===== src/rtl/iar_pkg.sv =====
package iar_pkg;

	localparam int SAMPLE_DEPTH   = 4096;
	localparam int TIME_FRAC_BITS = 16;

	localparam int ADDR_W = $clog2(SAMPLE_DEPTH);
	localparam int IDX_W  = 12;
	localparam int SAMP_W = 16;
	localparam int TIME_W = 28;

	// accumulator and numerator widths follow from depth and time resolution
	localparam int MID_W = SAMP_W + ADDR_W;
	localparam int M2_W  = MID_W + 2;
	localparam int P_W   = M2_W + TIME_FRAC_BITS + 2;
	localparam int NUM_W = P_W + TIME_FRAC_BITS + 1;
	localparam int QUO_W = SAMP_W;

	localparam logic [TIME_W-1:0] TIME_LIMIT =
		TIME_W'(SAMPLE_DEPTH - 1) << TIME_FRAC_BITS;

	localparam logic MODE_WRITE = 1'b0;
	localparam logic MODE_QUERY = 1'b1;

	typedef struct packed {
		logic                     mode;
		logic [IDX_W-1:0]         sample_index;
		logic signed [SAMP_W-1:0] sample_value;
		logic [TIME_W-1:0]        start_time;
		logic [TIME_W-1:0]        stop_time;
	} item_t;

	typedef struct packed {
		logic signed [SAMP_W-1:0] mean_value;
		logic                     bad_interval;
	} result_t;

	typedef enum logic [3:0] {
		ST_IDLE,
		ST_READ,
		ST_DRAIN,
		ST_MUL1,
		ST_MUL2,
		ST_SUM1,
		ST_SUM2,
		ST_DIV_GO,
		ST_DIV_WAIT
	} state_t;

	typedef enum logic [2:0] {
		PH_S0,
		PH_S1,
		PH_T0,
		PH_T1,
		PH_MID
	} rd_phase_t;

endpackage


===== src/rtl/iar_div.sv =====
module iar_div (
	input  logic                      clk,
	input  logic                      arst_n,
	input  logic                      go,
	input  logic [iar_pkg::NUM_W-1:0] num,
	input  logic [iar_pkg::NUM_W-1:0] den,
	output logic                      done,
	output logic [iar_pkg::QUO_W-1:0] quo
);

	localparam int CNT_W = $clog2(iar_pkg::QUO_W);

	logic                      busy_q;
	logic                      done_q;
	logic [CNT_W-1:0]          cnt_q;
	logic [iar_pkg::NUM_W-1:0] rem_q;
	logic [iar_pkg::NUM_W-1:0] dsh_q;
	logic [iar_pkg::QUO_W-1:0] quo_q;
	logic                      ge;

	assign ge = rem_q >= dsh_q;

	always_ff @(posedge clk or negedge arst_n) begin
		if (!arst_n) begin
			busy_q <= 1'b0;
			done_q <= 1'b0;
			cnt_q  <= '0;
		end else begin
			done_q <= 1'b0;
			if (go) begin
				busy_q <= 1'b1;
				cnt_q  <= CNT_W'(iar_pkg::QUO_W - 1);
			end else if (busy_q) begin
				if (cnt_q == '0) begin
					busy_q <= 1'b0;
					done_q <= 1'b1;
				end else begin
					cnt_q <= cnt_q - 1'b1;
				end
			end
		end
	end

	// restoring divide, one quotient bit a cycle, msb first
	always_ff @(posedge clk) begin
		if (go) begin
			rem_q <= num;
			dsh_q <= den << (iar_pkg::QUO_W - 1);
			quo_q <= '0;
		end else if (busy_q) begin
			if (ge) begin
				rem_q <= rem_q - dsh_q;
			end
			quo_q <= {quo_q[iar_pkg::QUO_W-2:0], ge};
			dsh_q <= dsh_q >> 1;
		end
	end

	assign done = done_q;
	assign quo  = quo_q;

endmodule


===== config.mk =====
export PLATFORM = sky130hd
export DESIGN_NAME = iar_div
export DESIGN_NICKNAME = d
export VERILOG_FILES = /design/src/rtl/iar_pkg.sv /design/src/rtl/iar_div.sv
export SDC_FILE = /design/constraint.sdc
export NUM_CORES = 1
export LEC_CHECK = 0
export BUFFER_PORTS_ARGS = -buffer_cell sky130_fd_sc_hd__buf_2
export CAP_MARGIN = 10
export CORE_ASPECT_RATIO = 1.4
export CORE_MARGIN = 3
export CORE_UTILIZATION = 40
export CTS_CLUSTER_SIZE = 28
export DETAILED_ROUTE_END_ITERATION = 8
export GPL_ROUTABILITY_DRIVEN = 0
export GPL_TIMING_DRIVEN = 0
export PLACE_DENSITY = 0.71
export SYNTH_ARGS = -nofsm -noshare
export SYNTH_HDL_FRONTEND = slang
export SYNTH_SLANG_ARGS = --single-unit

===== constraint.sdc =====
create_clock -name clk -period 4.15 [get_ports clk]
set_input_delay 0.83 -clock clk [delete_from_list [all_inputs] [get_ports clk]]
set_output_delay 0.83 -clock clk [all_outputs]
set_load 0.005 [all_outputs]

Word level (Yosys, flattened, before mapping)
Index checks and enable logic that the tools add are counted.

storage, ports and cells
  register bits after elaboration = 152
  input port bits = 133
  output and inout port bits = 17
  logic and storage cells = 30

cells by class
  add/subtract/negate cells = 2
  $lt $le $gt $ge = 1
  equal/unequal tests = 1
  mux-type cells = 14
  reduce and logical (&&, ||, !) cells = 5

operator list
  kind                                               number
  2-to-1 mux 65 bit                                  5
  >= comparator 65 bit                               1
  subtractor 65 bit                                  1
  2-to-1 mux 4 bit                                   3
  2-to-1 mux 1 bit                                   6
  logical NOT 4 bit                                  1
  AND reduction 2 bit                                2
  nonzero test 2 bit                                 2
  subtractor 4 x 1 -> 4 bit (second input constant)  1
  inequality test 2 bit (second input constant)      1

Longest topological paths before layout
  word-level depth = 4
  mapped depth = 13
  mapped depth without buffers = 13

Worst setup path after synthesis
OpenSTA, ideal clock, no wires.

  path type = in2reg
  start point = input go
  end point = register rem_q[0] (netlist name), enable pin
  setup time = 0.434 ns
  arrival time = 3.886 ns
  data required time = 3.716 ns
  setup slack = -0.170 ns
  stages = 4
  path buffers = 2
  path through = clkbuf_1 buf_1 or2_2 o31a_1

between the ends
  cells in the longest elaborated chain, start to end = 2
  elaborated cells between the ends (all ways) = 3
  those cells by class = 3 x reduce/logical

RTL lines
  element                          line           text
  start: declaration               iar_div.sv:4   input logic go,
  nonzero test 2 bit (no line)     --
  AND reduction 2 bit (no line) *  --
  end signal: assignment           iar_div.sv:47  rem_q <= num;
  end signal: assignment           iar_div.sv:52  rem_q <= rem_q - dsh_q;
  end: declaration                 iar_div.sv:16  logic [iar_pkg::NUM_W-1:0] rem_q;

Every way passes the cells marked *; elsewhere a longest branch is shown, timed or not.
A chain may end at the register's enable or synchronous reset.

Final worst setup path
  start point = register dsh_q[20] (netlist name)
  end point = register rem_q[28] (netlist name), enable pin

between the ends
  cells in the longest elaborated chain, start to end = 3

RTL lines
  element                        line           text
  start: declaration             iar_div.sv:17  logic [iar_pkg::NUM_W-1:0] dsh_q;
  start signal: assignment       iar_div.sv:48  dsh_q <= den << (iar_pkg::QUO_W - 1);
  start signal: assignment       iar_div.sv:55  dsh_q <= dsh_q >> 1;
  >= comparator 65 bit           iar_div.sv:21  assign ge = rem_q >= dsh_q;
  nonzero test 2 bit (no line)   --
  AND reduction 2 bit (no line)  --

Every way passes these cells.

==> reports/metrics.csv <==
metric;value;unit
Core Area;0.0255;mm^2
# port buffers;133;
Worst EP required;4.26;ns
met3 global-route usage;0.0333;
drt first pass iters;6;
vias in the first global route;9126;
worst skew pair latency;0.44;ns
Post-Synth Adder-Cell Area;0.0816;
Worst VDD drop;0.326;mV
count of final hold-check violations;0;
Multi-input gate area;0.00556;mm^2
Root Buffer;clkbuf_16;
Slew headroom;0.424;
largest net degree at the start of global routing;52;
Die W;142;um
worst slew pin tran;0.863;ns
Pwr Total;0.00842;W
Detailed Place HPWL;21600;um
CTS tree;done;
Most used DFF post-synth;edfxtp_1;
internal power;0.00490;W
layout cells sized above 1;0.133;
# H-tree levels;4;
ANT nets after route;0;
status;finished clean;
Syn. warnings;0;
worst slack, placed;-0.00328;ns
Reg power frac;0.279;
FMAX;251;MHz
clock skew;0.00957;ns
largest family of logic cells by synthesized area;compound AO/OA/AOI/OAI gates;
Synth area leader;edfxtp_1;
sequential-to-total area share from yosys stat;0.408;
Avg WL per Cell;16.8;um
effective utilization at floorplan;0.407;
unrepaired setup endpoints after global routing;false;
Overflow after GRT;0;
clk sinks;152;
Setup Crit Path Kind;reg -> reg;
count of state elements after synthesis;152;
vias;9133;
Leakage;5.46;nW
total CTS buffers;17;
syn nets;1394;
num rows;69;
period utilization;0.958;
detailed router's first-iteration violation count;651;
CP startpoint kind;flip-flop;
initial antenna violation count;0;
Filler Cell Count;2483;
clock share of power;0.186;
post-synth top area share;0.333;
met2 Resource Use GR;0.361;
# IOs;150;
Yosys cell types;72;
clock tree buffer depth;2;
post-synthesis mux area share;0.0355;
Post-Synth Simple-Gate Area;0.153;
P&R area growth vs syn;16.2;%
Nets;1547;
Reg area;0.00422;mm^2
max-slew violations;0;
Max FO, Critical Path;40;
CTS Hold Bufs;0;
Die Area;0.0279;mm^2
Sw Ratio;0.418;
Combinational Power Share;0.535;
Compound-Gate Fraction of Synth Area;0.215;
synthesized instance count;1194;
NetSw;0.00352;W
Setup violations, final;0;
Setup WS post-layout;0.172;ns
met1 Resource Use GR;0.236;
hold crit path type;in -> async;
number of flops mapped to enable cells by yosys;115;
antenna cell count;0;
first-pass GRT wire length;44700;um
Post-synth ARST share;0.0395;
Synth Area per Inst;8.68;um^2
Power Density;699;mW/mm^2
CP arrival;4.09;ns
Worst Setup End Kind;flip-flop;
Die Y;196;um
DRC Markers;0;
routed vias/inst;5.44;
global-route usage over all layers;0.200;
Clock transition at path regs;0.06;ns
Post-Synth XOR/XNOR Area;0.0490;
GRT busiest layer;met2;
DRT Wirelength;28100;um
synth top area cells;edfxtp_1, ha_1, nand2_1;
Post-Syn Area;0.0104;mm^2
min cycle time layout;3.98;ns
Max-Cap Viols;0;
## sequential cells by signal, summed over array words and instances (netlist names)
register / flops
busy_q: 1
cnt_q: 4
done: 1
quo: 16
dsh_q: 65
rem_q: 65
## cells in the final DEF (no fill, tap or decap), types with 7 or more instances in the layout
cell type,count
xnor2_1,32
nor2_1,82
o21bai_1,18
a31oi_1,14
xor2_1,26
nand3_1,11
o21ai_1,18
o21ai_0,115
inv_1,93
edfxtp_1,115
buf_2,134
nand4_1,16
clkbuf_16,17
dfxtp_1,31
nor3_1,15
nand2_1,206
and3_1,13
a211oi_1,7
a21o_1,47
a21oi_1,69
mux2i_1,30
ha_1,66
clkbuf_1,63
## what timing repair did
| item | CTS | global route |
|---|---|---|
| resized for setup | 1 | 0 |
| setup endpoints to repair | 40 | 0 |
| setup buffers | 0 | 0 |
## power groups by stage
stage | Clock [W] | Sequential, W | Combinational (W)
floorplan | 0 | 0.00233 | 0.00346
detailed placement | 0 | 0.00238 | 0.00441
finish | 0.00156 | 0.00235 | 0.00451
CTS | 0.00158 | 0.00235 | 0.00445
global placement | 0 | 0.00238 | 0.00431
global route | 0.00163 | 0.00239 | 0.00504
## cells by family (layout without fill, tap and decap cells)
family	after synthesis	in the layout
buffers and inverters	159	325
muxes	36	36
AOI/OAI and AO/OA	350	350
xor gates and xnor gates	58	58
DFF	152	152
adders and majority gates	67	67
and+or+nand+nor	372	372
## final cells by class
type	count	area share
buffer	66	0.0207
clock buffer	20	0.0379
clock inverter	12	0.0104
inverter	93	0.0290
multi-input combinational	883	0.461
sequential	152	0.351
tap	319	0.0331
timing repair buffer	134	0.0569
## worst paths after layout
kind | startpoint | endpoint | slack (ns) | cells after the start
max in group asynchronous | arst_n | busy_q | 3.79 | 1
min in group clk | quo[15] | quo[15] | 0.49 | 2
setup / recovery | dsh_q[20] | rem_q[28] | 0.17 | 14
hold / removal | arst_n | done | 0.21 | 1
setup reg to reg | dsh_q[20] | rem_q[28] | 0.17 | 14
hold reg to reg | quo[15] | quo[15] | 0.49 | 2
## layer usage
layer | part of all wire | wire length, um
met1 | 0.41 | 11600
met2 | 0.51 | 14400
met3 | 0.048 | 1350
met4 | 0.029 | 804
met5 | 0 | 0
## worst max-delay path: stages, from the launching register on
cell      delay, ns
edfxtp_1       0.36
inv_1          0.05
ha_1           0.27
clkbuf_1       0.36
nand4_1        0.22
nor2_1         0.17
and3b_1        0.22
inv_1          0.08
a211oi_2       0.37
o21a_1         0.22
o2111a_1       0.26
nor2_1         0.09
o22ai_1        0.22
o31a_4         0.42
buf_12         0.31
## synth_stat cells (all sizes together), types with 30 or more instances
cell,number
inv,93
xnor2,32
mux2i,30
o21ai,134
ha,66
a21oi,69
edfxtp,115
a21o,47
clkbuf,62
nand2,206
dfxtp,31
nor2,82
## through the flow
stage               hold WS (ns)  utilization  setup TNS, ns  instances  area [um^2]
CTS                        0.202        0.473              0       1679        12000
finish                     0.211        0.473              0       1679        12000
floorplan                  0.465            -              0       1194        10400
global placement           0.471        0.449         -42.37       1646        11400
detailed placement         0.487        0.450        -0.0463       1647        11500
global route               0.211        0.473              0       1679        12000
No activity file was read; power rests on OpenSTA's default activity.
